==> config.mk <==
export PLATFORM = sky130hd
export DESIGN_NAME = atu_cordic_stage
export DESIGN_NICKNAME = d
export VERILOG_FILES = /design/src/hdl/atu_pkg.sv /design/src/hdl/atu_cordic_stage.sv
export SDC_FILE = /design/constraint.sdc
export NUM_CORES = 1
export LEC_CHECK = 0
export ABC_CLOCK_PERIOD_IN_PS = 1800
export BUFFER_PORTS_ARGS = -buffer_cell sky130_fd_sc_hd__clkbuf_2
export CORE_ASPECT_RATIO = 1.75
export CORE_UTILIZATION = 49
export DETAILED_ROUTE_END_ITERATION = 12
export PLACE_DENSITY = 0.72
export SYNTH_ARGS = -nofsm -noshare
export SYNTH_HDL_FRONTEND = slang
export SYNTH_SLANG_ARGS = --single-unit
==> constraint.sdc <==
create_clock -name clk -period 1.8 [get_ports clk]
set_clock_uncertainty 0.05 [all_clocks]
set_input_delay 0.18 -clock clk [delete_from_list [all_inputs] [get_ports clk]]
set_output_delay 0.18 -clock clk [all_outputs]
set_load 0.02 [all_outputs]
==> src/hdl/atu_pkg.sv <==
`timescale 1ns / 1ps
package atu_pkg;

	localparam int RAW_W    = 16;
	localparam int ALIGN_W  = 14;
	localparam int SQ_W     = 28;   // ax^2 + ay^2
	localparam int R2_PAIRS = SQ_W / 2;
	localparam int ROOT_W   = 30;   // floor(sqrt(r2 * 2^32))
	localparam int SQRT_STEPS = ROOT_W;
	localparam int REM_W    = 33;
	localparam int GUARD    = 16;
	localparam int CW       = 34;   // CORDIC datapath width
	localparam int ANG_FRAC = 24;
	localparam int TABLE_LEN = 24;
	localparam int OUT_W    = 16;

	localparam logic signed [CW-1:0] Z_90  = 34'sd1509949440;
	localparam logic signed [CW-1:0] Z_180 = 34'sd3019898880;

	// atan(2^-i) in degrees, Q24
	localparam logic [31:0] ATAN_DEG_Q24 [TABLE_LEN] = '{
		32'd754974720, 32'd445687602, 32'd235489088, 32'd119537938,
		32'd60000934,  32'd30029717,  32'd15018523,  32'd7509720,
		32'd3754917,   32'd1877466,   32'd938734,    32'd469367,
		32'd234684,    32'd117342,    32'd58671,     32'd29335,
		32'd14668,     32'd7334,      32'd3667,      32'd1833,
		32'd917,       32'd458,       32'd229,       32'd115
	};

	typedef struct packed {
		logic signed [RAW_W-1:0] x_raw;
		logic signed [RAW_W-1:0] y_raw;
		logic signed [RAW_W-1:0] z_raw;
	} in_item_t;

	typedef struct packed {
		logic [OUT_W-1:0] tilt_deg_q8;
		logic             zero_vector;
	} out_item_t;

	typedef struct packed {
		logic                      valid;
		logic                      zero;
		logic signed [ALIGN_W-1:0] az;
		logic [SQ_W-1:0]           r2;
		logic [REM_W-1:0]          rem;
		logic [ROOT_W-1:0]         root;
	} sqrt_st_t;

	typedef struct packed {
		logic                 valid;
		logic                 zero;
		logic signed [CW-1:0] x;
		logic signed [CW-1:0] y;
		logic signed [CW-1:0] z;
	} cordic_st_t;

endpackage

==> src/hdl/atu_cordic_stage.sv <==
`timescale 1ns / 1ps
// One vectoring CORDIC micro-rotation, shift fixed by STEP.
module atu_cordic_stage #(
	parameter int STEP = 0
) (
	input  logic                clk,
	input  logic                arst_n,
	input  logic                en,
	input  atu_pkg::cordic_st_t din,
	output atu_pkg::cordic_st_t dout
);

	atu_pkg::cordic_st_t          st_s1;
	logic signed [atu_pkg::CW-1:0] sx, sy, ang;

	assign sx  = din.x >>> STEP;
	assign sy  = din.y >>> STEP;
	assign ang = signed'({2'b00, atu_pkg::ATAN_DEG_Q24[STEP]});

	always_ff @(posedge clk or negedge arst_n) begin
		if (!arst_n) begin
			st_s1 <= '0;
		end else if (en) begin
			st_s1.valid <= din.valid;
			st_s1.zero  <= din.zero;
			if (din.y > 0) begin
				st_s1.x <= din.x + sy;
				st_s1.y <= din.y - sx;
				st_s1.z <= din.z + ang;
			end else begin
				st_s1.x <= din.x - sy;
				st_s1.y <= din.y + sx;
				st_s1.z <= din.z - ang;
			end
		end
	end

	assign dout = st_s1;

endmodule

==> reports/metrics.csv, run 1 <==
metric,value,unit
port_buffers,210,
failed_stage,5_1_grt,
gp_congestion,1.058,
error,[ERROR GRT-0232] Routing congestion too high. Check the congestion heatmap in the GUI.,
cts_buffers,9,
yosysTopAreaCell,dfrtp_1,
synth.top_cell.area_share,23.85,%
ys_ff_latch,103,
io_pins,211,
yosys_warnings,0,
rows,71,
fp.dieH,198.5,um
status,did not finish,
yosysUniqueCellTypes,90,
synth_fp_nets,1561,
grt-worst-endpoint,dout[33]$_DFFE_PN0P_/D,
htreeDepth,3,
synth_area,10810,um^2
cts_sinks,103,
ys_seq_area_share,23.85,%
syn-mean-instance-area,8.048,um^2
synth.top_cells.by_count,"140 x a21oi_1, 121 x nor2_1, 111 x inv_1, 107 x ha_1, 103 x dfrtp_1",
grt_util_all_layers,77.47,%
grt_max_degree,66,
worst_path_end_type,register data pin,
initial_core_util,50.07,%
cts_max_path_buffers,2,
hpwl,36.36,mm
postSynth.asyncResetShare,100.0,%
syn_inst,1343,
yosysMostFrequentCell,a21oi_1,
synth_edf_count,0,
grt.overflow.total,400,
ctsRootBufferMaster,clkbuf_16,
die_x,114.3,um
synth_area_leaders,"dfrtp_1 24%, ha_1 12%, a21oi_1 6.5%, mux2_2 4.9%, nor2_1 4.2%",
synth_ff_type,dfrtp_1,
metal layers:
layer,GRT usage [%],overflow
met5,19.08,4
met4,85.14,136
met1,73.58,5
met3,56.61,4
met2,99.53,251
timing repair:
action,in CTS
pin swaps,123
resized for setup,223
buffers inserted,66
hold endpoints to repair,76
endpoints found under the setup margin,75
cloned,4
hold buffers,26
per-stage QoR:
| step | area [um^2] | instances | setup slack [ps] | utilization, % | hold WS [ps] |
|---|---|---|---|---|---|
| after floorplan | 11740 | 1343 | -1068 | - | -165.6 |
| after global placement | 15940 | 2200 | -1294 | 73.83 | 74.15 |
| after detailed placement | 15940 | 2200 | -1380 | 73.83 | 71.17 |
| after CTS | 18150 | 2307 | -873.4 | 84.10 | 1.382 |
kinds of logic after synthesis:
logic type                 count (synthesis)  share of synthesized area (%)
AOI/OAI and AO/OA                        454                          29.09
and+or+nand+nor                          388                          16.99
buffers and inverters                    187                          7.709
adders and majority gates                111                          13.13
DFF                                      103                          23.85
muxes                                     51                          5.267
xor gates and xnor gates                  49                          3.970
==> inputs of run 2 (changes only) <==
--- a/config.mk
+++ b/config.mk
@@ -7,10 +7,9 @@
 export LEC_CHECK = 0
 export ABC_CLOCK_PERIOD_IN_PS = 1800
 export BUFFER_PORTS_ARGS = -buffer_cell sky130_fd_sc_hd__clkbuf_2
-export CORE_ASPECT_RATIO = 1.75
-export CORE_UTILIZATION = 49
+export CORE_UTILIZATION = 34
 export DETAILED_ROUTE_END_ITERATION = 12
-export PLACE_DENSITY = 0.72
+export PLACE_DENSITY_LB_ADDON = 0.15
 export SYNTH_ARGS = -nofsm -noshare
 export SYNTH_HDL_FRONTEND = slang
 export SYNTH_SLANG_ARGS = --single-unit
==> run 2 against run 1 <==
Compared with the run above: the flow now finishes, with violations (negative setup slack); area after synthesis is the same; synthesized cell count is the same.
==> reports/metrics.csv, run 2 <==
metric,value,unit,change
yosysUniqueCellTypes,90,,unchanged
synth_area,10810,um^2,unchanged
grt_max_degree,68,,
die_x,180.3,um,+58%
reg2regPathDepth,2,,
dieArea,32510,um^2,
violations,negative setup slack,,
gp_congestion,0.9334,,-12%
grt_pass1_vias,13620,,
critPathCaptureType,register,,
final_common_cell,buf_4,,
ys_seq_area_share,23.85,%,unchanged
nets,2289,,
period_share,148.2,%,
cp.depth,16,,
drt_wl_total,50.56,mm,
dp_cells,2307,,+4.9%
largest_reg_flops,103,,
cp_slowest_stage_delay,280,ps,
fin_util,64.69,%,
crit_buf_inv,3,,
grt.overflow.total,0,,
wl_per_cell,20.45,um,
drtPass1Iterations,5,,
relSlewSlack,65.67,%,
critPathMaxFanout,3,,
syn-mean-instance-area,8.048,um^2,unchanged
yosysMostFrequentCell,a21oi_1,,
layout_common_cells,"453 x buf_4, 184 x clkbuf_2, 103 x dfrtp_1",,
cts_sinks,103,,unchanged
clk_latency,370,ps,
synth.top_cells.by_count,"140 x a21oi_1, 121 x nor2_1, 111 x inv_1, 107 x ha_1, 103 x dfrtp_1",,
synth_area_leaders,"dfrtp_1 24%, ha_1 12%, a21oi_1 6.5%, mux2_2 4.9%, nor2_1 4.2%",,
required,2020,ps,
initial_core_util,34.97,%,-15 points
p_leak,9.183,nW,
rows,64,,-9.9%
grt_util_all_layers,30.19,%,
timing.rr.end,dout[56],,
clkTransAtPathRegs,80,ps,
coreArea,30910,um^2,
pre_cts_slack,-1341,ps,+39.19 ps
crit_type,input port to register,,
yosysTopAreaCell,dfrtp_1,,
ys_ff_latch,103,,unchanged
hold_slack,189.2,ps,
synthToLayoutAreaGrowth,85.00,%,
setup-violations-final,75,,
yosys_warnings,0,,unchanged
grt_pass1_wl,76.47,mm,
tightest_slew,511.8,ps,
vias,13440,,
worstPathCellList,"buf_2, nor4_4, buf_4, nand4_1, nor3_1, buf_4, or2_4, ha_4, a21o_1, a21o_1, a21oi_2, o21ai_2, a211oi_2, o21bai_1, xnor2_1, mux2_4",,
cp_slowest_cell,nor4_4,,
ant_nets,0,,
drive_gt1_share,55.97,%,
htreeDepth,3,,unchanged
fin_setup_tns,-41260,ps,
r2r_slack,630,ps,
vdd_ir_drop_max,486.1,uV,
fin_crit,2668,ps,
postSynth.asyncResetShare,100.0,%,unchanged
cp_top_family,compound AO/OA/AOI/OAI gates,,
timing.rr.start,dout[56],,
p_per_area,616.3,nW/um^2,
cp-startpoint,din[66],,
startpoint_type,input port,,
fin_ws,-868.1,ps,
synth_fp_nets,1561,,unchanged
hpwl,35.92,mm,-1.2%
crit_arrival,2880,ps,
port_buffers,210,,unchanged
drc,0,,
critPathCapture,dout[33],,
io_pins,211,,unchanged
antenna_found_initial,0,,
hp-class,input port to register,,
rsz0062_at_grt,true,,
drv_slew,0,,
cts_tree,done,,
final_cells,2472,,
ctsRootBufferMaster,clkbuf_16,,
hold_viol,0,,
diodes,0,,
synth_edf_count,0,,unchanged
synth.top_cell.area_share,23.85,%,unchanged
fp.dieH,180.3,um,-9.2%
cap_violations,0,,
viasPerCell,5.439,,
status,finished with violations,,
syn_inst,1343,,unchanged
cts_buffers,9,,unchanged
max_freq,374.8,MHz,
drtIter0Drc,947,,
cts_max_path_buffers,2,,unchanged
synth_ff_type,dfrtp_1,,
## run 2: cell counts after synthesis
No cell type changed its count.
## run 2: kinds of logic after synthesis
group	Yosys count	share of synthesized area, %
DFF	103	23.85
adders and majority gates	111	13.13
and+or+nand+nor	388	16.99
muxes	51	5.267
xor gates and xnor gates	49	3.970
buffers and inverters	187	7.709
AOI/OAI and AO/OA	454	29.09
## run 2: per-stage QoR
| stage | power [mW] | cell area [um^2] |
|---|---|---|
| after floorplan | 6.188 | 11740 |
| after global placement | 8.722 | 16080 |
| after detailed placement | 8.777 | 16080 |
| after CTS | 11.85 | 19010 |
| after global routing | 12.92 | 20000 |
| final | 12.32 | 20000 |
## run 2: cell type report
cell class | count | area, um^2
sequential | 103 | 2577
clock buffer | 9 | 225.2
multi-input combinational | 1053 | 9623
inverter | 117 | 535.5
timing repair buffer | 787 | 6459
fill | 2533 | 10910
tap | 396 | 495.5
clock inverter | 7 | 81.33
## run 2: layer usage
metal | vias to the layer above | global-route usage [%] | share of wire, %
met5 | - | 0 | 0
li1 | 6315 | - | -
met4 | 0 | 12.44 | 3.7
met2 | 515 | 50.50 | 48
met1 | 6506 | 38.25 | 42
met3 | 108 | 5.376 | 5.7
## run 2: worst min path at each step
stage / end / start / slack, ps / cells past startpoint
6_report: dout[68] / din[68] / 190 / 3
5_1_grt: dout[68] / din[68] / 220 / 3
4_1_cts: dout[68] / din[68] / 180 / 3
3_5_place_dp: dout[42] / arst_n / 90 / 1
3_3_place_gp: dout[74] / arst_n / 80 / 1
2_1_floorplan: dout[0] / arst_n / -170 / 0
## run 2: worst register-to-register path, cell delays in order (launching register included)
cell,delay (ps)
dfrtp_1,420
a22o_1,230
or3_1,360
## run 2: repair_timing
action	CTS	global route
cloned	14	0
pin swaps	149	124
setup endpoints to repair	75	75
endpoints found under the hold margin	47	0
setup buffers	79	50
hold buffers	27	0
resized for setup	294	177
## run 2: power breakdown
part	total [mW]	internal, mW	switching [mW]	leakage (nW)
sequential	3.03	2.74	0.291	1.20
clock	2.09	0.997	1.10	0.150
combinational	7.20	3.39	3.81	7.83
(Power assumes the default switching activity.)
