==> config.mk <==
export PLATFORM = sky130hd
export DESIGN_NAME = atu_sqrt_stage
export DESIGN_NICKNAME = d
export VERILOG_FILES = /design/src/hdl/atu_pkg.sv /design/src/hdl/atu_sqrt_stage.sv
export SDC_FILE = /design/constraint.sdc
export NUM_CORES = 1
export LEC_CHECK = 0
export ABC_AREA = 1
export BUFFER_PORTS_ARGS = -buffer_cell sky130_fd_sc_hd__buf_2
export CAP_MARGIN = 15
export CELL_PAD_IN_SITES_DETAIL_PLACEMENT = 1
export CELL_PAD_IN_SITES_GLOBAL_PLACEMENT = 1
export CORE_MARGIN = 4
export CORE_UTILIZATION = 36
export DETAILED_ROUTE_END_ITERATION = 7
export GPL_TIMING_DRIVEN = 1
export PLACE_DENSITY = 0.86
export SLEW_MARGIN = 30
export SYNTH_ARGS = -nofsm -noshare
export SYNTH_HDL_FRONTEND = slang
export SYNTH_SLANG_ARGS = --single-unit
export TNS_END_PERCENT = 20
==> constraint.sdc <==
create_clock -name clk -period 1 [get_ports clk]
set_clock_uncertainty 0.1 [all_clocks]
set_input_delay 0.2 -clock clk [delete_from_list [all_inputs] [get_ports clk]]
set_output_delay 0.2 -clock clk [all_outputs]
set_load 0.1 [all_outputs]
==> src/hdl/atu_pkg.sv <==
`timescale 1ns / 1ps
package atu_pkg;

	localparam int RAW_W    = 16;
	localparam int ALIGN_W  = 14;
	localparam int SQ_W     = 28;   // ax^2 + ay^2
	localparam int R2_PAIRS = SQ_W / 2;
	localparam int ROOT_W   = 30;   // floor(sqrt(r2 * 2^32))
	localparam int SQRT_STEPS = ROOT_W;
	localparam int REM_W    = 33;
	localparam int GUARD    = 16;
	localparam int CW       = 34;   // CORDIC datapath width
	localparam int ANG_FRAC = 24;
	localparam int TABLE_LEN = 24;
	localparam int OUT_W    = 16;

	localparam logic signed [CW-1:0] Z_90  = 34'sd1509949440;
	localparam logic signed [CW-1:0] Z_180 = 34'sd3019898880;

	// atan(2^-i) in degrees, Q24
	localparam logic [31:0] ATAN_DEG_Q24 [TABLE_LEN] = '{
		32'd754974720, 32'd445687602, 32'd235489088, 32'd119537938,
		32'd60000934,  32'd30029717,  32'd15018523,  32'd7509720,
		32'd3754917,   32'd1877466,   32'd938734,    32'd469367,
		32'd234684,    32'd117342,    32'd58671,     32'd29335,
		32'd14668,     32'd7334,      32'd3667,      32'd1833,
		32'd917,       32'd458,       32'd229,       32'd115
	};

	typedef struct packed {
		logic signed [RAW_W-1:0] x_raw;
		logic signed [RAW_W-1:0] y_raw;
		logic signed [RAW_W-1:0] z_raw;
	} in_item_t;

	typedef struct packed {
		logic [OUT_W-1:0] tilt_deg_q8;
		logic             zero_vector;
	} out_item_t;

	typedef struct packed {
		logic                      valid;
		logic                      zero;
		logic signed [ALIGN_W-1:0] az;
		logic [SQ_W-1:0]           r2;
		logic [REM_W-1:0]          rem;
		logic [ROOT_W-1:0]         root;
	} sqrt_st_t;

	typedef struct packed {
		logic                 valid;
		logic                 zero;
		logic signed [CW-1:0] x;
		logic signed [CW-1:0] y;
		logic signed [CW-1:0] z;
	} cordic_st_t;

endpackage

==> src/hdl/atu_sqrt_stage.sv <==
`timescale 1ns / 1ps
// One restoring step of the integer square root: one root bit per stage.
module atu_sqrt_stage #(
	parameter int STEP = 0
) (
	input  logic              clk,
	input  logic              arst_n,
	input  logic              en,
	input  atu_pkg::sqrt_st_t din,
	output atu_pkg::sqrt_st_t dout
);

	atu_pkg::sqrt_st_t         st_s1;
	logic [1:0]                pair;
	logic [atu_pkg::REM_W-1:0] rem_sh;
	logic [atu_pkg::REM_W-1:0] trial;
	logic                      ge;

	// radicand is r2 followed by 32 zero bits
	generate
		if (STEP < atu_pkg::R2_PAIRS) begin : g_data
			assign pair = din.r2[atu_pkg::SQ_W-1-2*STEP -: 2];
		end else begin : g_zero
			assign pair = 2'b00;
		end
	endgenerate

	assign rem_sh = {din.rem[atu_pkg::REM_W-3:0], pair};
	assign trial  = {1'b0, din.root, 2'b01};
	assign ge     = rem_sh >= trial;

	always_ff @(posedge clk or negedge arst_n) begin
		if (!arst_n) begin
			st_s1 <= '0;
		end else if (en) begin
			st_s1.valid <= din.valid;
			st_s1.zero  <= din.zero;
			st_s1.az    <= din.az;
			st_s1.r2    <= din.r2;
			st_s1.rem   <= ge ? (rem_sh - trial) : rem_sh;
			st_s1.root  <= {din.root[atu_pkg::ROOT_W-2:0], ge};
		end
	end

	assign dout = st_s1;

endmodule

==> out/summary.log, run 1 <==
qor: run_status.run_status aborted with a tool error
qor: run_status.failed_stage global routing
qor: run_status.tool.error [ERROR GRT-0232] Routing congestion too high. Check the congestion heatmap in the GUI.
qor: synth.synthesis.yosys.warnings 0
qor: placed_design.placed_cells_incl_taps 1677
qor: global_routing.global_route.overflow_total 84
qor: clock_tree.cts_htree_levels 3
qor: die.initial_core_util 0.367
qor: clock_tree.cts-buffers-inserted 9
qor: synth.synth_area_leader_cell dfrtp_1
qor: synth.synth_seq_cells 107
qor: die.die_x 149 um
qor: clock_tree.clock_tree.root_cell clkbuf_16
qor: timing.crit_endpoint dout[47]$_DFFE_PN0P_/D
qor: synth.synth_cell_type_count 31
qor: global_routing.grt_antenna_before_repair 7
qor: synth.synth-seq-area-share 0.374
qor: synth.synth_edf_count 0
qor: clock_tree.buffer_levels_on_the_longest_clock_path 2
qor: synth.synthCells 1103
qor: synth.synth_top_cell_area_share 0.374
qor: global_routing.groute.usage.overall 0.704
qor: die.number_of_standard_cell_rows_in_the_floorplan 51
qor: placed_design.gp_congestion 0.946
qor: clock_tree.clock_sink_total 107
qor: placed_design.detailedPlacementHpwl 28000 um
qor: timing.worst-endpoint-pin-kind sequential cell input
qor: synth.dominant_register_cell_in_the_synthesized_netlist dfrtp_1
qor: synth.netlist_area 7160 um2
qor: synth.yosys-top-cells-area dfrtp_1 37%, nand2_1 27%, inv_1 9.7%
qor: placed_design.portBuffers 214
qor: die.die_h 149 um
qor: synth.synthArstFlopShare 1.00
qor: global_routing.grt_max_degree 58
qor: synth.postSynthAreaPerCell 6.49 um2
qor: synth.synth_fp_nets 1245
qor: die.floorplan.io_pins 217
[timing repair]
action / CTS
gates cloned: 4
buffers inserted: 27
resized for setup: 218
pin swaps: 33
hold endpoints to repair: 144
hold buffers: 38
setup endpoints to repair: 141
[logic make-up after synthesis]
family / after synthesis / share of synthesized area
compound gates: 55 / 0.0390
xor+xnor: 15 / 0.0183
flops: 107 / 0.374
buf+inv: 225 / 0.123
simple gates: 669 / 0.390
fa+ha+maj: 32 / 0.0559
[stage by stage]
step                cell area [um2]   util  setup slack (ns)  hold slack (ns)
CTS                           13200  0.676            -0.765          0.00244
detailed placement            11500  0.590             -1.33            0.120
global placement              11500  0.590             -1.22            0.119
floorplan                      7620      -            -0.752           -0.196
[synthesized netlist by cell type, types with 3 or more instances]
master and instances:
nand3b_1 9, nor2_1 35, nand3_1 54, a21oi_1 21, nor3_1 6, buf_6 3
dfrtp_1 107, buf_1 6, buf_2 10, clkbuf_1 17, ha_1 32, xnor2_1 14
nor2_2 3, inv_2 4, inv_1 185, o21ai_0 31, and2_1 6, nand2_1 513
nand4_1 34
[routing by layer]
metal  global-route usage  GRT overflow
met5                0.100             0
met4                0.745            34
met3                0.528             1
met1                0.677             0
met2                0.908            49
==> run 2, diff against run 1 <==
--- a/config.mk
+++ b/config.mk
@@ -8,13 +8,11 @@
 export ABC_AREA = 1
 export BUFFER_PORTS_ARGS = -buffer_cell sky130_fd_sc_hd__buf_2
 export CAP_MARGIN = 15
-export CELL_PAD_IN_SITES_DETAIL_PLACEMENT = 1
-export CELL_PAD_IN_SITES_GLOBAL_PLACEMENT = 1
 export CORE_MARGIN = 4
-export CORE_UTILIZATION = 36
+export CORE_UTILIZATION = 38
 export DETAILED_ROUTE_END_ITERATION = 7
 export GPL_TIMING_DRIVEN = 1
-export PLACE_DENSITY = 0.86
+export PLACE_DENSITY_LB_ADDON = 0.15
 export SLEW_MARGIN = 30
 export SYNTH_ARGS = -nofsm -noshare
 export SYNTH_HDL_FRONTEND = slang
==> out/summary.log, run 2 <==
qor: synth.synthArstFlopShare 1.00 [unchanged]
qor: critical_path.worst-r2r-cell-count 2
qor: pwr.total_leakage_power 0.00708 uW
qor: placed_design.portBuffers 214 [unchanged]
qor: global_routing.grt_max_degree 43
qor: placed_design.placed_cells_incl_taps 1630 [-2.8%]
qor: finish.fillers 1379
qor: synth.postSynthAreaPerCell 6.49 um2 [unchanged]
qor: global_routing.grt_antenna_before_repair 3
qor: finish.area_growth_syn_to_layout 86.5%
qor: timing.max_freq 592 MHz
qor: clock_tree.clock_sink_total 107 [unchanged]
qor: routing.drt_iter0_drc 376
qor: routing.post-route-drc-count 0
qor: timing.setup_viol 141
qor: critical_path.critical_path.startpoint_type input port
qor: critical_path.crit_fanout 5
qor: global_routing.grt_pass1_wl 42400 um
qor: placed_design.detailedPlacementHpwl 20300 um [-27%]
qor: die.floorplan.io_pins 217 [unchanged]
qor: hold_path.hold_path.startpoint din[26]
qor: synth.yosys-top-cells-area dfrtp_1 37%, nand2_1 27%, inv_1 9.7%
qor: clock_tree.cts_tree built
qor: pwr.cellPowerDensity 1480 nW/um2
qor: critical_path.worstPathArrival 1.90 ns
qor: timing.min_period_over_period 1.69
qor: synth.yosys-top-cells-count 513 x nand2_1, 185 x inv_1, 107 x dfrtp_1
qor: synth.synth_edf_count 0 [unchanged]
qor: pwr.switching_share 0.454
qor: timing.worstMarginPinSlew 0.270 ns
qor: hold_path.min-delay-path-class in2reg
qor: clock_tree.clk-insertion-delay-late 0.36 ns
qor: placed_design.dpl-instance-area 11500 um2 [-0.35%]
qor: synth.top_count_cell_post_synth nand2_1
qor: clock_tree.clk_transition_reported_paths 0.09 ns
qor: synth.synthesis.yosys.warnings 0 [unchanged]
qor: finish.layout_commonest_cell nand2_1
qor: timing.post-route-min-period 1.69 ns
qor: synth.synth_seq_cells 107 [unchanged]
qor: synth.synth_fp_nets 1245 [unchanged]
qor: run_status.failed_checks negative setup slack
qor: pwr.comb_power_share 0.540
qor: pwr.p_clk_frac 0.187
qor: timing.setup_repair_after_global_routing_missed_its_margin yes
qor: global_routing.groute.usage.overall 0.248
qor: finish.layout.cells.most_common_list 423 x nand2_1, 142 x inv_1, 131 x buf_4, 124 x buf_12, 98 x dfrtp_1
qor: flow_run.timing.max_cap.violations 0
qor: timing.timing.max_slew.rel_slack 0.818
qor: timing.setup_ws_post_layout -0.688 ns
qor: hold_path.whs_path_depth 3
qor: synth.synth_cell_type_count 31 [unchanged]
qor: pwr.vdd_drop_max 0.861 mV
qor: finish.number_of_flip_flops_under_the_largest_register_name 107
qor: global_routing.global_route.overflow_total 0
qor: global_routing.grt_pass1_vias 8053
qor: die.number_of_standard_cell_rows_in_the_floorplan 49 [-3.9%]
qor: routing.avgViaCountPerCell 4.81
qor: critical_path.regToRegStartpoint dout[0]$_DFFE_PN0P_
qor: pwr.seqPwrFrac 0.273
qor: hold_path.worst_hold_path.endpoint dout[27]$_DFFE_PN0P_
qor: synth.dominant_register_cell_in_the_synthesized_netlist dfrtp_1
qor: clock_tree.cts-buffers-inserted 9 [unchanged]
qor: critical_path.timing.critical_path.required 1.21 ns
qor: routing.drt_first_pass_iters 6
qor: synth.synth-seq-area-share 0.374 [unchanged]
qor: die.core-area 18300 um2
qor: pwr.design_power_total 19800 uW
qor: finish.non_filler_cells_in_the_finished_layout 1727
qor: die.dieArea 21100 um2
qor: finish.post-route-cell-area 13400 um2
qor: routing.route.vias.total 8302
qor: finish.design.final.nets 1632
qor: pwr.internal-power 10800 uW
qor: timing.hold_violations 0
qor: clock_tree.clock_tree.root_cell clkbuf_16
qor: pwr.total_switching_power 8960 uW
qor: synth.netlist_area 7160 um2 [unchanged]
qor: synth.synth_top_cell_area_share 0.374 [unchanged]
qor: synth.synth_area_leader_cell dfrtp_1
qor: run_status.run_status finished, violations left
qor: clock_tree.buffer_levels_on_the_longest_clock_path 2 [unchanged]
qor: die.die_x 145 um [-2.5%]
qor: routing.wl 27100 um
qor: routing.drt.antenna.violating_nets 0
qor: critical_path.r2r_setup_slack 0.12 ns
qor: critical_path.setup.worst_path.end_class flop
qor: clock_tree.cts_htree_levels 3 [unchanged]
qor: die.die_h 145 um [-2.5%]
qor: critical_path.timing.rr.end dout[0]$_DFFE_PN0P_
qor: routing.wl_per_cell 15.7 um
qor: critical_path.critPathKind in2reg
qor: synth.synthCells 1103 [unchanged]
qor: finish.final_core_util 0.731
qor: finish.layout-drive-gt1-share 0.424
qor: timing.timing.final.max_slew_violations 0
qor: placed_design.gp_congestion 0.915 [-3.3%]
qor: die.initial_core_util 0.392 [+0.0252]
==> run 2: cell counts after synthesis <==
Identical to the previous run, type by type.
==> run 2: logic make-up (layout without fill, tap and decap cells) <==
family / count (synthesis) / in the layout / share of synthesized area
adder cells (fa/ha/maj): 32 / 32 / 0.0559
AO/OA/AOI/OAI: 55 / 55 / 0.0390
buffers and inverters: 225 / 617 / 0.123
other: 0 / 3 / 0
AND/OR/NAND/NOR: 669 / 669 / 0.390
XOR/XNOR: 15 / 15 / 0.0183
flip-flops: 107 / 107 / 0.374
==> run 2: metrics by stage <==
stage	setup slack [ns]	setup TNS, ns	hold slack, ns
after floorplan	-0.752	-62.34	-0.196
after global placement	-1.15	-36.46	-0.00829
after detailed placement	-1.17	-38.13	-0.00732
after CTS	-0.647	-49.33	0.00961
after global routing	-0.779	-55.04	0.0199
final	-0.688	-48.99	0.0125
==> run 2: final cells by class <==
type / instances / area [um2] / share of cell area
repair buffers: 412 / 4680 / 0.350
flip-flops and latches: 107 / 2690 / 0.201
multi-input cells: 771 / 4640 / 0.347
inverters: 189 / 754 / 0.0565
clock buffers: 10 / 239 / 0.0179
well taps: 229 / 287 / 0.0215
diodes: 3 / 7.51 / 0.000562
clock inverters: 6 / 67.6 / 0.00506
==> run 2: what timing repair did <==
action                                  CTS  global route
cloned                                    2             2
pin swaps                                16            42
endpoints found under the setup margin  141           141
endpoints found under the hold margin   151             1
hold buffers                             45             1
gates resized for setup                  93           158
setup buffers                            15            14
==> run 2: power groups by stage <==
| stage | combinational [uW] | clock, uW | sequential (uW) |
|---|---|---|---|
| 2_1_floorplan | 2170 | 0 | 8840 |
| 3_3_place_gp | 9650 | 0 | 5460 |
| 3_5_place_dp | 9700 | 0 | 5480 |
| 4_1_cts | 10200 | 3810 | 5400 |
| 5_1_grt | 11200 | 3990 | 5450 |
| 6_report | 10700 | 3700 | 5390 |
==> run 2: routing by layer <==
layer | vias up | wire (um) | track usage
li1 | 4135 | - | -
met1 | 3852 | 11700 | 0.326
met2 | 277 | 13100 | 0.423
met3 | 34 | 1850 | 0.0568
met4 | 4 | 459 | 0.0489
met5 | - | 31 | 0
==> run 2: how the worst max path moves through the flow <==
stage / startpoint / to / slack (ns) / cells past startpoint
floorplan: din[30] / dout[55]$_DFFE_PN0P_ / -0.75 / 16
global placement: din[17] / dout[52]$_DFFE_PN0P_ / -1.15 / 14
detailed placement: din[17] / dout[59]$_DFFE_PN0P_ / -1.17 / 14
CTS: din[28] / dout[61]$_DFFE_PN0P_ / -0.65 / 14
global route: din[14] / dout[30]$_DFFE_PN0P_ / -0.78 / 16
finish: din[14] / dout[50]$_DFFE_PN0P_ / -0.69 / 18
==> run 2: critical path: stages <==
cell and delay [ns]:
buf_2 0.11, inv_4 0.07, ha_4 0.22, nand2_1 0.10, nand2_2 0.08, inv_1 0.06
nand2_1 0.06, inv_1 0.07, nand2_2 0.06, inv_2 0.06, nand2_2 0.07, nand2_4 0.10
nand3_4 0.15, buf_6 0.16, buf_4 0.13, nand2_4 0.06, nand3_2 0.05, nand2_1 0.07
(Power assumes the default switching activity.)
==> run 3, diff against run 2 <==
--- a/config.mk
+++ b/config.mk
@@ -13,6 +13,7 @@
 export DETAILED_ROUTE_END_ITERATION = 7
 export GPL_TIMING_DRIVEN = 1
 export PLACE_DENSITY_LB_ADDON = 0.15
+export RECOVER_POWER = 100
 export SLEW_MARGIN = 30
 export SYNTH_ARGS = -nofsm -noshare
 export SYNTH_HDL_FRONTEND = slang
==> out/summary.log, run 3 (synthesized netlist as in run 2, its figures left out) <==
qor: global_routing.grt_max_degree 43 [unchanged]
qor: die.core-area 18300 um2 [unchanged]
qor: routing.post-route-drc-count 0 [unchanged]
qor: global_routing.global_route.overflow_total 0 [unchanged]
qor: finish.post-route-cell-area 13400 um2 [about the same]
qor: finish.layout_commonest_cell nand2_1
qor: global_routing.grt_antenna_before_repair 3 [unchanged]
qor: critical_path.critical_path.startpoint_type input port
qor: critical_path.timing.rr.end dout[0]$_DFFE_PN0P_
qor: critical_path.crit_fanout 7 [+2]
qor: clock_tree.clk_transition_reported_paths 0.08 ns [about the same]
qor: routing.drt_first_pass_iters 7 [+1]
qor: placed_design.gp_congestion 0.915 [unchanged]
qor: routing.route.vias.total 8278 [-0.29%]
qor: finish.number_of_flip_flops_under_the_largest_register_name 107 [unchanged]
qor: routing.drt_iter0_drc 365 [-2.9%]
qor: timing.post-route-min-period 1.69 ns [+0.00156 ns]
qor: pwr.design_power_total 19700 uW [about the same]
qor: finish.area_growth_syn_to_layout 86.4% [about the same]
qor: clock_tree.cts_tree built
qor: critical_path.critPathKind in2reg
qor: timing.timing.final.max_slew_violations 0 [unchanged]
qor: pwr.vdd_drop_max 0.859 mV [-0.24%]
qor: finish.layout-drive-gt1-share 0.421 [-0.00268]
qor: die.die_x 145 um [unchanged]
qor: hold_path.whs_path_depth 3 [unchanged]
qor: routing.avgViaCountPerCell 4.79 [-0.29%]
qor: placed_design.placed_cells_incl_taps 1630 [unchanged]
qor: timing.worstMarginPinSlew 0.499 ns [+0.229 ns]
qor: timing.setup_repair_after_global_routing_missed_its_margin yes
qor: placed_design.detailedPlacementHpwl 20300 um [unchanged]
qor: clock_tree.cts_htree_levels 3 [unchanged]
qor: die.initial_core_util 0.392 [unchanged]
qor: timing.min_period_over_period 1.69 [about the same]
qor: clock_tree.clk-insertion-delay-late 0.36 ns [about the same]
qor: routing.wl_per_cell 15.7 um [-0.14%]
qor: global_routing.groute.usage.overall 0.248 [unchanged]
qor: run_status.failed_checks negative setup slack
qor: die.number_of_standard_cell_rows_in_the_floorplan 49 [unchanged]
qor: timing.max_freq 592 MHz [about the same]
qor: placed_design.worst_setup_slack_after_placement -1.17 ns [unchanged]
qor: finish.fillers 1384 [+0.36%]
qor: die.dieArea 21100 um2 [unchanged]
qor: placed_design.portBuffers 214 [unchanged]
qor: clock_tree.cts-buffers-inserted 9 [unchanged]
qor: critical_path.worst-r2r-cell-count 2 [unchanged]
qor: hold_path.hold_path.startpoint din[26]
qor: timing.timing.max_slew.rel_slack 0.667 [-0.151]
qor: critical_path.setup.worst_path.end_class flop
qor: routing.wl 27000 um [-0.14%]
qor: hold_path.worst_hold_path.endpoint dout[27]$_DFFE_PN0P_
qor: pwr.total_leakage_power 0.00706 uW [-0.16%]
qor: critical_path.regToRegStartpoint dout[0]$_DFFE_PN0P_
qor: run_status.run_status finished, violations left
qor: critical_path.timing.critical_path.required 1.19 ns [-0.02 ns]
qor: finish.non_filler_cells_in_the_finished_layout 1727 [unchanged]
qor: hold_path.min-delay-path-class in2reg
qor: die.die_h 145 um [unchanged]
qor: critical_path.worstPathArrival 1.88 ns [-0.02 ns]
qor: finish.design.final.nets 1632 [unchanged]
qor: global_routing.grt_pass1_wl 42400 um [unchanged]
qor: timing.setup_ws_post_layout -0.690 ns [-0.00156 ns]
qor: timing.worst_hold_slack_after_final_layout 0.0120 ns [-0.000494 ns]
qor: flow_run.timing.max_cap.violations 0 [unchanged]
qor: finish.multiInputGateArea 4640 um2 [unchanged]
qor: clock_tree.buffer_levels_on_the_longest_clock_path 2 [unchanged]
qor: routing.drt.antenna.violating_nets 0 [unchanged]
qor: timing.setup_viol 141 [unchanged]
qor: clock_tree.clock_sink_total 107 [unchanged]
qor: die.floorplan.io_pins 217 [unchanged]
qor: clock_tree.clock_tree.root_cell clkbuf_16
qor: critical_path.r2r_setup_slack 0.12 ns [about the same]
qor: global_routing.grt_pass1_vias 8053 [unchanged]
qor: pwr.cellPowerDensity 1480 nW/um2 [about the same]
qor: finish.layout.cells.most_common_list 423 x nand2_1, 142 x inv_1, 130 x buf_4, 124 x buf_12, 98 x dfrtp_1
qor: placed_design.dpl-instance-area 11500 um2 [unchanged]
qor: finish.flip_flop_and_latch_area 2690 um2 [unchanged]
qor: timing.hold_violations 0 [unchanged]
-- run 3: changes by cell type in the layout (fill, tap and decap cells not counted), sizes merged --
cell	delta
clkbuf	+5
buf	-5
-- run 3: per-layer routing --
metal  up-vias  wire length (um)  GRT usage
li1       4136                 -          -
met1      3831             11700      0.326
met2       274             13000      0.423
met3        33              1860     0.0568
met4         4               447     0.0489
met5         -                31          0
-- run 3: cell type report --
cell class	count	area share
tap	229	0.0215
clock inverter	6	0.00506
sequential	107	0.201
inverter	189	0.0565
clock buffer	10	0.0179
antenna	3	0.000562
timing repair buffer	412	0.350
multi-input combinational	771	0.347
-- run 3: through the flow --
stage | util | setup TNS [ns]
detailed placement | 0.628 | -38.13
global placement | 0.628 | -36.46
floorplan | - | -62.34
CTS | 0.694 | -49.33
global route | 0.730 | -56.82
finish | 0.731 | -49.01
-- run 3: critical path, stage by stage --
cell	delay, ns
buf_2	0.11
inv_4	0.07
ha_4	0.22
nand2_1	0.10
nand2_2	0.08
inv_1	0.06
nand2_1	0.06
inv_1	0.07
nand2_2	0.06
inv_2	0.06
nand2_2	0.07
nand2_4	0.10
nand3_4	0.15
buf_12	0.18
or2_1	0.22
nand3_1	0.06
-- run 3: repair_timing --
action	CTS	global route
endpoints found under the setup margin	141	141
hold endpoints to repair	151	1
pin swaps	16	42
hold buffers	45	1
cloned	2	2
resized for setup	93	158
buffers inserted	15	14
-- run 3: power by group --
group / internal (uW) / total (uW) / switching, uW
clock: 1840 / 3700 / 1850
sequential: 4830 / 5390 / 564
combinational: 4110 / 10700 / 6540
total: 10800 / 19700 / 8960
-- run 3: worst max path at each step --
stage / startpoint / endpoint / depth (start not counted) / slack, ns
after CTS: din[28] / dout[61]$_DFFE_PN0P_ / 14 / -0.65
final: din[14] / dout[30]$_DFFE_PN0P_ / 16 / -0.69
after floorplan: din[30] / dout[55]$_DFFE_PN0P_ / 16 / -0.75
after detailed placement: din[17] / dout[59]$_DFFE_PN0P_ / 14 / -1.17
after global routing: din[14] / dout[30]$_DFFE_PN0P_ / 16 / -0.78
after global placement: din[17] / dout[52]$_DFFE_PN0P_ / 14 / -1.15
