$ cat config.mk
export PLATFORM = sky130hd
export DESIGN_NAME = atu_front
export DESIGN_NICKNAME = d
export VERILOG_FILES = /design/src/hdl/atu_pkg.sv /design/src/hdl/atu_front.sv
export SDC_FILE = /design/constraint.sdc
export NUM_CORES = 1
export LEC_CHECK = 0
export BUFFER_PORTS_ARGS = -buffer_cell sky130_fd_sc_hd__buf_2
export CAP_MARGIN = 20
export CORE_MARGIN = 4
export CORE_UTILIZATION = 50
export CTS_CLUSTER_DIAMETER = 60
export DETAILED_ROUTE_END_ITERATION = 8
export HOLD_SLACK_MARGIN = 0.15
export PLACE_DENSITY = 0.68
export SLEW_MARGIN = 20
export SYNTH_ARGS = -nofsm -noshare
export SYNTH_HDL_FRONTEND = slang
export SYNTH_SLANG_ARGS = --single-unit
$ cat constraint.sdc
create_clock -name clk -period 10.3 [get_ports clk]
set_clock_uncertainty 0.2 [all_clocks]
set_input_delay 2.575 -clock clk [delete_from_list [all_inputs] [get_ports clk]]
set_output_delay 2.575 -clock clk [all_outputs]
set_load 0.01 [all_outputs]
$ cat src/hdl/atu_pkg.sv
`timescale 1ns / 1ps
package atu_pkg;

	localparam int RAW_W    = 16;
	localparam int ALIGN_W  = 14;
	localparam int SQ_W     = 28;   // ax^2 + ay^2
	localparam int R2_PAIRS = SQ_W / 2;
	localparam int ROOT_W   = 30;   // floor(sqrt(r2 * 2^32))
	localparam int SQRT_STEPS = ROOT_W;
	localparam int REM_W    = 33;
	localparam int GUARD    = 16;
	localparam int CW       = 34;   // CORDIC datapath width
	localparam int ANG_FRAC = 24;
	localparam int TABLE_LEN = 24;
	localparam int OUT_W    = 16;

	localparam logic signed [CW-1:0] Z_90  = 34'sd1509949440;
	localparam logic signed [CW-1:0] Z_180 = 34'sd3019898880;

	// atan(2^-i) in degrees, Q24
	localparam logic [31:0] ATAN_DEG_Q24 [TABLE_LEN] = '{
		32'd754974720, 32'd445687602, 32'd235489088, 32'd119537938,
		32'd60000934,  32'd30029717,  32'd15018523,  32'd7509720,
		32'd3754917,   32'd1877466,   32'd938734,    32'd469367,
		32'd234684,    32'd117342,    32'd58671,     32'd29335,
		32'd14668,     32'd7334,      32'd3667,      32'd1833,
		32'd917,       32'd458,       32'd229,       32'd115
	};

	typedef struct packed {
		logic signed [RAW_W-1:0] x_raw;
		logic signed [RAW_W-1:0] y_raw;
		logic signed [RAW_W-1:0] z_raw;
	} in_item_t;

	typedef struct packed {
		logic [OUT_W-1:0] tilt_deg_q8;
		logic             zero_vector;
	} out_item_t;

	typedef struct packed {
		logic                      valid;
		logic                      zero;
		logic signed [ALIGN_W-1:0] az;
		logic [SQ_W-1:0]           r2;
		logic [REM_W-1:0]          rem;
		logic [ROOT_W-1:0]         root;
	} sqrt_st_t;

	typedef struct packed {
		logic                 valid;
		logic                 zero;
		logic signed [CW-1:0] x;
		logic signed [CW-1:0] y;
		logic signed [CW-1:0] z;
	} cordic_st_t;

endpackage

$ cat src/hdl/atu_front.sv
`timescale 1ns / 1ps
// Align, square, sum: three register stages feeding the root pipeline.
module atu_front (
	input  logic               clk,
	input  logic               arst_n,
	input  logic               en,
	input  logic               sample_valid,
	input  atu_pkg::in_item_t  sample,
	output atu_pkg::sqrt_st_t  dout
);

	typedef struct packed {
		logic                              valid;
		logic                              zero;
		logic signed [atu_pkg::ALIGN_W-1:0] ax;
		logic signed [atu_pkg::ALIGN_W-1:0] ay;
		logic signed [atu_pkg::ALIGN_W-1:0] az;
	} align_t;

	typedef struct packed {
		logic                              valid;
		logic                              zero;
		logic signed [atu_pkg::ALIGN_W-1:0] az;
		logic [atu_pkg::SQ_W-2:0]          sqx;
		logic [atu_pkg::SQ_W-2:0]          sqy;
	} square_t;

	// signed divide by 4, truncating toward zero
	function automatic logic signed [atu_pkg::ALIGN_W-1:0] align(
		input logic signed [atu_pkg::RAW_W-1:0] w);
		logic signed [atu_pkg::RAW_W-1:0] t;
		t = w + (w[atu_pkg::RAW_W-1] ? 16'sd3 : 16'sd0);
		return t[atu_pkg::RAW_W-1:2];
	endfunction

	align_t             al_s1;
	square_t            sq_s2;
	atu_pkg::sqrt_st_t  sum_s3;

	logic signed [atu_pkg::ALIGN_W-1:0] ax, ay, az;
	logic signed [2*atu_pkg::ALIGN_W-1:0] px, py;

	assign ax = align(sample.x_raw);
	assign ay = align(sample.y_raw);
	assign az = align(sample.z_raw);
	assign px = al_s1.ax * al_s1.ax;
	assign py = al_s1.ay * al_s1.ay;

	always_ff @(posedge clk or negedge arst_n) begin
		if (!arst_n) begin
			al_s1  <= '0;
			sq_s2  <= '0;
			sum_s3 <= '0;
		end else if (en) begin
			al_s1.valid <= sample_valid;
			al_s1.zero  <= (ax == '0) && (ay == '0) && (az == '0);
			al_s1.ax    <= ax;
			al_s1.ay    <= ay;
			al_s1.az    <= az;

			sq_s2.valid <= al_s1.valid;
			sq_s2.zero  <= al_s1.zero;
			sq_s2.az    <= al_s1.az;
			sq_s2.sqx   <= px[atu_pkg::SQ_W-2:0];
			sq_s2.sqy   <= py[atu_pkg::SQ_W-2:0];

			sum_s3.valid <= sq_s2.valid;
			sum_s3.zero  <= sq_s2.zero;
			sum_s3.az    <= sq_s2.az;
			sum_s3.r2    <= {1'b0, sq_s2.sqx} + {1'b0, sq_s2.sqy};
			sum_s3.rem   <= '0;
			sum_s3.root  <= '0;
		end
	end

	assign dout = sum_s3;

endmodule

* Word-level counts from Yosys, hierarchy flattened
Cells that the tools add are included.
W data, S select, Z words.
** Word-level totals
- Logic and storage cells :: 28
- Register bits after elaboration :: 158
- Bits of input ports :: 52
- Output and inout port bits :: 107
** Cells by class
- Add/subtract/negate cells :: 4
- Mux-type cells :: 3
- Reduce and logical (&&, ||, !) cells :: 5
- Multipliers :: 2
** Operators by type and width (count)
- $mul A14 B14 Y27 :: 2
- $add A16 B3 Y16 :: 3
- $logic_not A14 Y1 :: 3
- $add A27 B27 Y28 :: 1
- $mux W2 :: 3
- $logic_and A1 B1 Y1 :: 2

* Longest topological paths before layout
Gate-level depths: netlist (run 1).
- Depth after elaboration :: 5
- Gate-level depth with buffers :: 25

* Worst setup path after synthesis (run 1)
No wires, ideal clock.
- Path kind :: register to register
- From :: reg al_s1[27] (netlist bit)
- To :: reg sq_s2[24] (netlist bit)
- Slack :: 3852 ps
- Setup time :: 125 ps
- Required time :: 9975 ps
- Path buffers :: 2
- Stages on the path, launching flop included :: 22
- Data arrival time :: 6123 ps
- Period minus slack after synthesis :: 6448 ps
- Path through :: dfrtp_1 clkbuf_1 clkbuf_1 nand2_1 fa_1 fa_1 inv_1 fa_1 fa_1 fa_1 inv_1 fa_1 inv_1 ha_1 nand4_1 inv_1 a221oi_1 a21oi_1 or3_1 a21oi_1 xnor2_1 mux2_2
** On the way
- Longest elaborated chain between the ends :: 1
** Ends and longest elaborated chain
- start, declared :: RTL line atu_front.sv:36 : align_t al_s1;
- $mul A14 B14 Y27 :: RTL line atu_front.sv:47 : assign py = al_s1.ay * al_s1.ay;
- end, declared :: RTL line atu_front.sv:37 : square_t sq_s2;
No other way between the ends.
A chain may end at the register's enable or synchronous reset.

* Worst setup path after layout (run 1)
Same ends and word-level chain as after synthesis.

==> results of run 1 <==
## layer usage
layer	up-vias	routed length [um]	GRT usage [%]	part of all wire (%)
li1	6821	-	-	-
met4	0	1160	6.74	2.7
met2	267	21400	33.4	50
met5	-	0	0	0
met1	7322	18700	25.8	43
met3	63	1950	3.91	4.5
## how the worst min path moves through the flow
stage	end	startpoint	slack (ps)
global placement	dout[85]	dout[85]	260
global route	dout[68]	dout[68]	310
CTS	dout[68]	dout[68]	290
finish	dout[68]	dout[68]	280
detailed placement	dout[86]	dout[86]	270
floorplan	sq_s2[22]	sq_s2[22]	250
## Yosys cell counts, drive strengths merged, types with 25 or more instances
master and count:
inv 500, fa 342, dfrtp 156, ha 153, nand2 148, nor2 118, mux2 93, a21oi 92
xnor2 83, buf 74, and2 72, clkbuf 51, xor2 41, nor3 26, nand3 25
## state kept, by name (all words and copies together) (netlist names)
register and count:
sq_s2 68, dout 44, al_s1 44
## placed cells by master (no fill, tap or decap), types with 72 or more instances in the layout
cell type / synthesis / layout
a21oi_1: 91 / 91
and2_1: 72 / 72
buf_2: 1 / 93
dfrtp_1: 156 / 156
fa_1: 342 / 342
ha_1: 153 / 153
inv_1: 499 / 499
mux2_2: 92 / 92
nand2_1: 148 / 148
nor2_1: 117 / 117
xnor2_1: 83 / 83
## area by class of cell
cell class,instances,area (um^2)
fill,3816,19500
multi-input combinational,1481,15000
sequential,156,3900
inverter,501,1880
tap,539,674
timing repair buffer,98,510
clock buffer,19,433
clock inverter,13,155
## stage by stage
stage	hold WS, ps	area (um^2)	std cells	util, %	setup WS (ps)
floorplan	253	21500	2263	-	3850
global placement	262	22000	2775	52.3	3450
detailed placement	266	22000	2775	52.3	3300
CTS	286	22600	2807	53.7	3260
global route	313	22600	2807	53.7	2780
finish	277	22600	2807	53.7	3250
## critical path, delay by kind of cell (launching register included)
kind / cells / cell delay (ps)
fa+ha+maj: 7 / 3650
simple gates: 4 / 920
flops: 1 / 860
compound gates: 3 / 670
buf+inv: 3 / 250
mux: 1 / 250
xor+xnor: 1 / 120
## kinds of logic after synthesis
logic type / after synthesis / synth area share, %
xor gates and xnor gates: 124 / 5.10
AOI/OAI and AO/OA: 240 / 7.62
muxes: 93 / 4.93
other: 1 / 0.0176
and+or+nand+nor: 466 / 10.6
buffers and inverters: 626 / 12.3
DFF: 156 / 18.3
adders and majority gates: 495 / 41.1
==> metrics.csv, run 1 <==
stage,metric,value,unit
critical_path,crit-path cells,nand2_1 > fa_1 > fa_1 > inv_1 > fa_1 > fa_1 > fa_1 > inv_1 > fa_1 > inv_1 > ha_1 > nand4_1 > nor3_1 > o221ai_1 > a21oi_1 > or3_1 > a21oi_1 > xnor2_1 > mux2_2,
synth,post-synth cell types,86,
run_status,status,"finished, final reports clean",
layout,Layout area overhead,5.98,%
synth,Netlist Area Pre-Place,21300,um^2
clocking,CTS tree,built,
synth,Yosys top cell area share,32.1,%
grt,vias in the first global route,15500,
clocking,CTS Hold Buffers Added,0,
critical_path,"most used cell, CP",fa_1,
route,initial DRC count,655,
critical_path,worst path required time,10460,ps
sta,RSZ-0062 raised after global routing,no,
floorplanning,CORE AREA,42000,um^2
synth,cells after synthesis,2201,
synth,synthesized flop and latch total,156,
synth,Synth Warn #,0,
clocking,clk_lat worst skew,470,ps
route,Remaining DRCs,0,
sta,Final Hold Vio Count,0,
critical_path,Setup CP Type,reg -> reg,
clocking,# clock sinks,156,
synth,"FFs w/ async S/R, synth",100,%
grt,Overflow after GRT,0,
floorplanning,initial core utilization,50.7,%
critical_path,Worst setup endpoint,sq_s2[24],
synth,number of flops mapped to enable cells by yosys,0,
sta,setup TNS,0,ps
placed_design,post-detail-place hpwl,35400,um
grt,GRT Resource Usage Total,19.8,%
clocking,clock transition at the registers of the reported paths,70,ps
run,Max Cap Violations,0,
route,routed via count,14500,
critical_path,CP arrival,7210,ps
route,ANT nets after route,0,
critical_path,r2r startpoint,al_s1[27],
critical_path,"Largest stage delay, worst path",860,ps
sta,fin crit period,7050,ps
synth,"top cells by area, synth","fa_1, dfrtp_1, ha_1",
route,routed len/inst,15.4,um
grt,initial antenna violation count,0,
floorplanning,Die Y,214,um
sta,FMAX,0.142,GHz
critical_path,worst-path maximum fanout,28,
clocking,Longest Clk Path Bufs,2,
critical_path,r2r worst-path depth,19,
clocking,H-tree Lvls,4,
critical_path,CP Launch Type,flip-flop,
clocking,Post-CTS Repair Setup Buffers,0,
critical_path,"setup slack, reg-to-reg",3250,ps
placed_design,Final GP Congestion,0.871,
min_path,Hold Path Depth,1,
clocking,Root Driver,clkbuf_16,
floorplanning,Die Footprint,46000,um^2
grt,largest net degree at the start of global routing,91,
sta,Slew HR,41.6,%
floorplanning,Die W,214,um
sta,endpoints failing setup,0,
sta,final period utilization,68.4,%
placed_design,port bufs,95,
synth,top_reg_cell synth,dfrtp_1,
synth,Mean Syn Cell Area,9.68,um^2
synth,sequential share of the synthesized area,18.3,%
clocking,post-cts repair resize count,0,
route,Vias per Instance,5.16,
critical_path,CP max-delay cell,dfrtp_1,
grt,global-route wire length before repair,74500,um
clocking,Num CTS Buffers,17,
synth,biggest area consumer among synthesized cells,fa_1,
floorplanning,IO Pins,159,
critical_path,CP Capture Type,flip-flop,
floorplanning,Rows,75,
sta,Slew Limit Fails,0,
route,Post-Route WL,43200,um
sta,Worst-Margin Slew,871,ps
route,drt pass-1 iters,5,
min_path,worst hold path type,reg -> reg,
critical_path,crit path from,al_s1[27],
layout,n_diodes,0,
layout,ratio of cells with drive above 1 in the final layout,11.2,%
layout,"Net count, final",2802,
critical_path,Crit Reg-Reg Endpoint,sq_s2[24],
Power of run 1 is left out: the tool's default activity adds up to more than one toggle a clock period on the data nets, which glitch-free logic cannot reach.
==> run 2: changes to the inputs <==
--- a/config.mk
+++ b/config.mk
@@ -5,6 +5,7 @@
 export SDC_FILE = /design/constraint.sdc
 export NUM_CORES = 1
 export LEC_CHECK = 0
+export ABC_AREA = 1
 export BUFFER_PORTS_ARGS = -buffer_cell sky130_fd_sc_hd__buf_2
 export CAP_MARGIN = 20
 export CORE_MARGIN = 4
@@ -12,7 +13,7 @@
 export CTS_CLUSTER_DIAMETER = 60
 export DETAILED_ROUTE_END_ITERATION = 8
 export HOLD_SLACK_MARGIN = 0.15
-export PLACE_DENSITY = 0.68
+export PLACE_DENSITY = 0.71
 export SLEW_MARGIN = 20
 export SYNTH_ARGS = -nofsm -noshare
 export SYNTH_HDL_FRONTEND = slang
==> constraint.sdc (replaced) <==
create_clock -name clk -period 6.11 [get_ports clk]
set_clock_uncertainty 0.2 [all_clocks]
set_input_delay 1.5275 -clock clk [delete_from_list [all_inputs] [get_ports clk]]
set_output_delay 1.5275 -clock clk [all_outputs]
set_load 0.01 [all_outputs]
==> metrics.csv, run 2 <==
stage,metric,value,unit,change
route,Post-Route WL,54600,um,was 43200 um
synth,"top cells by area, synth","fa_1, dfrtp_1, nand2_1",,"was fa_1, dfrtp_1, ha_1"
synth,Netlist Area Pre-Place,22700,um^2,was 21300 um^2
placed_design,port bufs,95,,unchanged
route,drt pass-1 iters,5,,unchanged
layout,Layout area overhead,8.22,%,was 5.98%
layout,n_diodes,0,,unchanged
grt,global-route wire length before repair,92900,um,was 74500 um
layout,post-layout instance area,24600,um^2,was 22600 um^2
placed_design,post-detail-place hpwl,46200,um,was 35400 um
grt,GRT Resource Usage Total,22.9,%,was 19.8%
critical_path,Setup CP Type,reg -> reg,,unchanged
route,routed len/inst,15.0,um,was 15.4 um
clocking,Root Driver,clkbuf_16,,unchanged
layout,most frequent cells in the layout,"nand2_1, inv_1, fa_1",,"was inv_1, fa_1, dfrtp_1"
clocking,# clock sinks,156,,unchanged
synth,Mean Syn Cell Area,7.78,um^2,was 9.68 um^2
grt,Overflow after GRT,0,,unchanged
critical_path,CP max-delay cell,fa_1,,was dfrtp_1
critical_path,CP Capture Type,flip-flop,,unchanged
critical_path,worst-path maximum fanout,8,,was 28
synth,Synth Warn #,0,,unchanged
grt,initial antenna violation count,0,,unchanged
route,routed via count,18300,,was 14500
route,top routing layer in use,met4,,unchanged
synth,top_reg_cell synth,dfrtp_1,,unchanged
sta,setup TNS,0,ps,unchanged
sta,FMAX,0.171,GHz,was 0.142 GHz
sta,Worst-Margin Slew,927,ps,was 871 ps
layout,ratio of cells with drive above 1 in the final layout,9.39,%,was 11.2%
route,Vias per Instance,5.03,,was 5.16
critical_path,crit-path cells,buf_4 > nand2_1 > fa_1 > inv_1 > fa_1 > fa_1 > fa_1 > fa_1 > inv_1 > fa_1 > inv_1 > ha_1 > a21oi_1 > o21ai_0 > a21oi_1 > nand3_1 > or2_1 > nand3_1 > nand2_1,,was nand2_1 > fa_1 > fa_1 > inv_1 > fa_1 > fa_1 > fa_1 > inv_1 > fa_1 > inv_1 > ha_1 > nand4_1 > nor3_1 > o221ai_1 > a21oi_1 > or3_1 > a21oi_1 > xnor2_1 > mux2_2
clocking,H-tree Lvls,4,,unchanged
floorplanning,Die W,221,um,was 214 um
floorplanning,IO Pins,159,,unchanged
sta,final period utilization,95.5,%,was 68.4%
clocking,Longest Clk Path Bufs,2,,unchanged
floorplanning,initial core utilization,50.9,%,was 50.7%
sta,endpoints failing setup,0,,unchanged
sta,Slew Limit Fails,0,,unchanged
synth,cells after synthesis,2921,,was 2201
critical_path,CP Launch Type,flip-flop,,unchanged
layout,max FFs per register,68,,unchanged
sta,fin crit period,5830,ps,was 7050 ps
clocking,clk_lat worst skew,470,ps,about the same
placed_design,Final GP Congestion,0.932,,was 0.871
route,DRT met1 WL,24700,um,was 18700 um
floorplanning,Rows,77,,was 75
critical_path,"setup slack, reg-to-reg",280,ps,was 3250 ps
placed_design,"Cell Area, Placed",23900,um^2,was 22000 um^2
route,met2 WL,25400,um,was 21400 um
grt,largest net degree at the start of global routing,169,,was 91
placed_design,"worst slack, placed",-26.7,ps,was 3300 ps
floorplanning,Die Footprint,48900,um^2,was 46000 um^2
sta,post-route setup slack,275,ps,was 3250 ps
route,initial DRC count,1339,,was 655
run,Max Cap Violations,0,,unchanged
sta,Hold WS,275,ps,was 277 ps
route,met3 wire length,3550,um,was 1950 um
sta,Slew HR,38.2,%,was 41.6%
critical_path,"most used cell, CP",fa_1,,unchanged
layout,Top reg by flops,sq_s2,,unchanged
synth,commonest cells in the netlist,"nand2_1, inv_1, fa_1, nor2_1, dfrtp_1",,"was inv_1, fa_1, dfrtp_1, ha_1, nand2_1"
grt,vias in the first global route,18900,,was 15500
route,ANT nets after route,0,,unchanged
floorplanning,CORE AREA,44600,um^2,was 42000 um^2
sta,Final Hold Vio Count,0,,unchanged
critical_path,worst path required time,6250,ps,was 10460 ps
clocking,clock transition at the registers of the reported paths,70,ps,about the same
synth,"count leader, synth",nand2_1,,was inv_1
synth,biggest area consumer among synthesized cells,fa_1,,unchanged
route,Remaining DRCs,0,,unchanged
run_status,status,"finished, final reports clean",,unchanged
synth,number of flops mapped to enable cells by yosys,0,,unchanged
min_path,worst hold path type,reg -> reg,,unchanged
layout,"Net count, final",3580,,was 2802
layout,filler cell count,4205,,was 3816
layout,"commonest non-fill, non-tap cell in the layout",nand2_1,,was inv_1
synth,sequential share of the synthesized area,17.2,%,was 18.3%
clocking,CTS tree,built,,unchanged
critical_path,CP arrival,5980,ps,was 7210 ps
synth,"FFs w/ async S/R, synth",100,%,unchanged
floorplanning,Die Y,221,um,was 214 um
synth,post-synth cell types,49,,was 86
synth,synthesized flop and latch total,156,,unchanged
clocking,CTS Hold Buffers Added,0,,unchanged
synth,Yosys top cell area share,30.1,%,was 32.1%
critical_path,"Largest stage delay, worst path",560,ps,was 860 ps
clocking,Num CTS Buffers,17,,unchanged
## run 2: cells by family (layout without fill, tap and decap cells)
group / after synthesis / in the layout / share of synthesized area (%)
AND/OR/NAND/NOR: 1123 / 1123 / 20.5
XOR/XNOR: 56 / 56 / 2.16
buffers and inverters: 804 / 866 / 14.4
adder cells (fa/ha/maj): 495 / 495 / 38.6
flip-flops: 156 / 156 / 17.2
multiplexers: 1 / 1 / 0.0496
AO/OA/AOI/OAI: 285 / 285 / 7.12
other: 1 / 63 / 0.0165
## run 2: cell type report
| class | instances | area, um^2 | area share (%) |
|---|---|---|---|
| inverters | 673 | 2530 | 10.3 |
| flip-flops and latches | 156 | 3930 | 16.0 |
| repair buffers | 162 | 1010 | 4.12 |
| well taps | 592 | 741 | 3.01 |
| clock buffers | 21 | 450 | 1.83 |
| multi-input cells | 2023 | 15800 | 64.4 |
| clock inverters | 10 | 95.1 | 0.387 |
## run 2: repair_timing
item / in CTS / in global routing
buffers inserted: 0 / 8
pin swaps: 0 / 3
endpoints found under the hold margin: 0 / 0
gates resized for setup: 2 / 33
setup endpoints to repair: 1 / 24
## run 2: worst max-delay path: cells and delay by family (launching register included)
family | cells | cell delay (ps)
buf+inv | 4 | 390
simple gates | 5 | 600
flops | 1 | 530
compound gates | 3 | 610
fa+ha+maj | 7 | 3370
## run 2: layer usage
layer	vias to the layer above	GRT usage, %
met5	-	0
met4	0	5.70
met3	52	4.21
met2	514	37.0
met1	8859	32.2
li1	8878	-
## run 2: stage by stage
step | utilization (%) | instances
after floorplan | - | 2983
after detailed placement | 53.6 | 3598
after global placement | 53.6 | 3598
after CTS | 54.8 | 3629
after global routing | 55.1 | 3637
final | 55.1 | 3637
## run 2: worst paths after layout
check,start,endpoint,cells past startpoint
worst max-delay path,al_s1[19],sq_s2[20],19
worst min-delay path,al_s1[42],sq_s2[68],2
worst max register to register,al_s1[19],sq_s2[20],19
worst min register to register,al_s1[42],sq_s2[68],2
max in group asynchronous,arst_n,al_s1[32],2
min in group asynchronous,arst_n,sq_s2[4],1
Power of run 2 is left out for the same reason.
==> run 3: changes to the inputs <==
--- a/config.mk
+++ b/config.mk
@@ -8,7 +8,7 @@
 export ABC_AREA = 1
 export BUFFER_PORTS_ARGS = -buffer_cell sky130_fd_sc_hd__buf_2
 export CAP_MARGIN = 20
-export CORE_MARGIN = 4
+export CORE_MARGIN = 2
 export CORE_UTILIZATION = 50
 export CTS_CLUSTER_DIAMETER = 60
 export DETAILED_ROUTE_END_ITERATION = 8
==> metrics.csv, run 3 (synthesized netlist as in run 2, its figures left out) <==
stage,metric,value,unit,change
run_status,status,"finished, final reports clean",,unchanged
placed_design,Final GP Congestion,0.928,,was 0.932
route,Post-Route WL,54000,um,was 54600 um
critical_path,"Largest stage delay, worst path",570,ps,was 560 ps
run,Max Cap Violations,0,,unchanged
critical_path,r2r worst-path depth,23,,was 19
grt,largest net degree at the start of global routing,121,,was 169
layout,Layout area overhead,8.31,%,was 8.22%
grt,met1 Use GR,32.4,%,was 32.2%
critical_path,crit path from,al_s1[36],,was al_s1[19]
route,initial DRC count,1091,,was 1339
floorplanning,CORE AREA,45100,um^2,was 44600 um^2
sta,final period utilization,96.7,%,was 95.5%
floorplanning,IO Pins,159,,unchanged
layout,ratio of cells with drive above 1 in the final layout,9.49,%,was 9.39%
floorplanning,Die Y,217,um,was 221 um
floorplanning,Rows,78,,was 77
critical_path,CP arrival,6070,ps,was 5980 ps
critical_path,"setup slack, reg-to-reg",200,ps,was 280 ps
floorplanning,Die Footprint,47200,um^2,was 48900 um^2
placed_design,port bufs,95,,unchanged
clocking,H-tree Lvls,4,,unchanged
critical_path,Crit path depth,23,,was 19
layout,fin util,54.6,%,was 55.1%
min_path,worst hold path type,reg -> reg,,unchanged
clocking,clk_lat worst skew,480,ps,was 470 ps
grt,Overflow after GRT,0,,unchanged
layout,"Net count, final",3568,,was 3580
critical_path,Crit Reg-Reg Endpoint,sq_s2[53],,was sq_s2[20]
route,routed via count,18100,,was 18300
critical_path,crit-path cells,buf_4 > nand2_1 > inv_1 > fa_1 > inv_1 > fa_1 > inv_1 > fa_1 > inv_1 > fa_1 > fa_1 > fa_1 > inv_1 > ha_1 > nand2_1 > nor3_4 > nand4_1 > nand3_2 > nand2_1 > nand2_1 > nand2_1 > nand3_1 > nand2_1,,was buf_4 > nand2_1 > fa_1 > inv_1 > fa_1 > fa_1 > fa_1 > fa_1 > inv_1 > fa_1 > inv_1 > ha_1 > a21oi_1 > o21ai_0 > a21oi_1 > nand3_1 > or2_1 > nand3_1 > nand2_1
layout,most frequent cells in the layout,"nand2_1, inv_1, fa_1",,unchanged
clocking,Num CTS Buffers,17,,unchanged
grt,global-route wire length before repair,91100,um,was 92900 um
layout,Multi-input gate area,15900,um^2,was 15800 um^2
route,drt pass-1 iters,6,,was 5
grt,initial antenna violation count,0,,unchanged
layout,n_diodes,0,,unchanged
critical_path,CP Capture Type,flip-flop,,unchanged
clocking,# clock sinks,156,,unchanged
sta,Slew Limit Fails,0,,unchanged
layout,"commonest non-fill, non-tap cell in the layout",nand2_1,,unchanged
clocking,CTS Hold Buffers Added,0,,unchanged
critical_path,worst path required time,6270,ps,was 6250 ps
placed_design,"worst slack, placed",-153,ps,was -26.7 ps
critical_path,Setup CP Type,reg -> reg,,unchanged
sta,fin crit period,5910,ps,was 5830 ps
floorplanning,Die W,217,um,was 221 um
layout,filler cell count,4330,,was 4205
critical_path,Buffers & Inverters on Critical Path,6,,was 4
clocking,clock transition at the registers of the reported paths,80,ps,was 70 ps
route,Vias per Instance,4.99,,was 5.03
grt,M2 GR Usage,40.4,%,was 37.0%
placed_design,post-detail-place hpwl,45300,um,was 46200 um
sta,Final Hold Vio Count,0,,unchanged
critical_path,"delay-heaviest family, CP",adder cells,,unchanged
clocking,Root Driver,clkbuf_16,,unchanged
route,Remaining DRCs,0,,unchanged
grt,GRT Resource Usage Total,24.1,%,was 22.9%
route,routed len/inst,14.9,um,was 15.0 um
grt,vias in the first global route,18900,,about the same
floorplanning,initial core utilization,50.4,%,was 50.9%
critical_path,CP Launch Type,flip-flop,,unchanged
critical_path,worst-path maximum fanout,10,,was 8
sta,post-route setup slack,204,ps,was 275 ps
grt,met3 usage,4.61,%,was 4.21%
clocking,Longest Clk Path Bufs,2,,unchanged
sta,setup TNS,0,ps,unchanged
critical_path,CP max-delay cell,fa_1,,unchanged
sta,endpoints failing setup,0,,unchanged
route,ANT nets after route,0,,unchanged
critical_path,Worst setup endpoint,sq_s2[53],,was sq_s2[20]
grt,GR peak layer,met2,,unchanged
sta,Worst-Margin Slew,806,ps,was 927 ps
critical_path,r2r startpoint,al_s1[36],,was al_s1[19]
layout,Reg area,3940,um^2,was 3930 um^2
sta,RSZ-0062 raised after global routing,yes,,
sta,Slew HR,46.3,%,was 38.2%
sta,FMAX,0.169,GHz,was 0.171 GHz
layout,max FFs per register,68,,unchanged
clocking,CTS tree,built,,unchanged
layout,Top reg by flops,sq_s2,,unchanged
==> run 3: how the worst min path moves through the flow <==
stage	from	endpoint	slack (ps)	depth (start not counted)
3_3_place_gp	dout[64]	dout[64]	260	2
6_report	dout[70]	dout[70]	270	2
4_1_cts	dout[64]	dout[64]	280	2
3_5_place_dp	dout[64]	dout[64]	260	2
5_1_grt	dout[65]	dout[65]	300	2
2_1_floorplan	al_s1[43]	al_s1[43]	240	2
==> run 3: stage by stage <==
| step | instances | area [um^2] | hold WS [ps] |
|---|---|---|---|
| 5_1_grt | 3634 | 24600 | 297 |
| 3_5_place_dp | 3586 | 23800 | 256 |
| 6_report | 3634 | 24600 | 273 |
| 2_1_floorplan | 2983 | 22900 | 242 |
| 3_3_place_gp | 3586 | 23800 | 256 |
| 4_1_cts | 3618 | 24300 | 276 |
==> run 3: repair_timing <==
| item | 4_1_cts | 5_1_grt |
|---|---|---|
| buffers inserted | 0 | 16 |
| pin swaps | 0 | 5 |
| resized for setup | 5 | 46 |
| endpoints found under the setup margin | 2 | 24 |
==> run 3: metal layers <==
layer / part of all wire (%) / routed length [um]
met2: 48 / 25700
met4: 1.6 / 884
met1: 45 / 24100
met3: 6.1 / 3280
met5: 0 / 0
==> run 3: cell type report <==
| class | instances | area share, % |
|---|---|---|
| sequential | 156 | 16.0 |
| clock buffer | 19 | 1.84 |
| multi-input combinational | 2023 | 64.5 |
| clock inverter | 13 | 0.488 |
| tap | 600 | 3.05 |
| timing repair buffer | 150 | 3.77 |
| inverter | 673 | 10.3 |
==> run 3: tightest hold or removal path, delay by kind of cell, from the launching register on <==
kind             cells  cell delay [ps]
AND/OR/NAND/NOR      1               50
AO/OA/AOI/OAI        1               50
flip-flops           1              330
Power of run 3 is left out for the same reason.
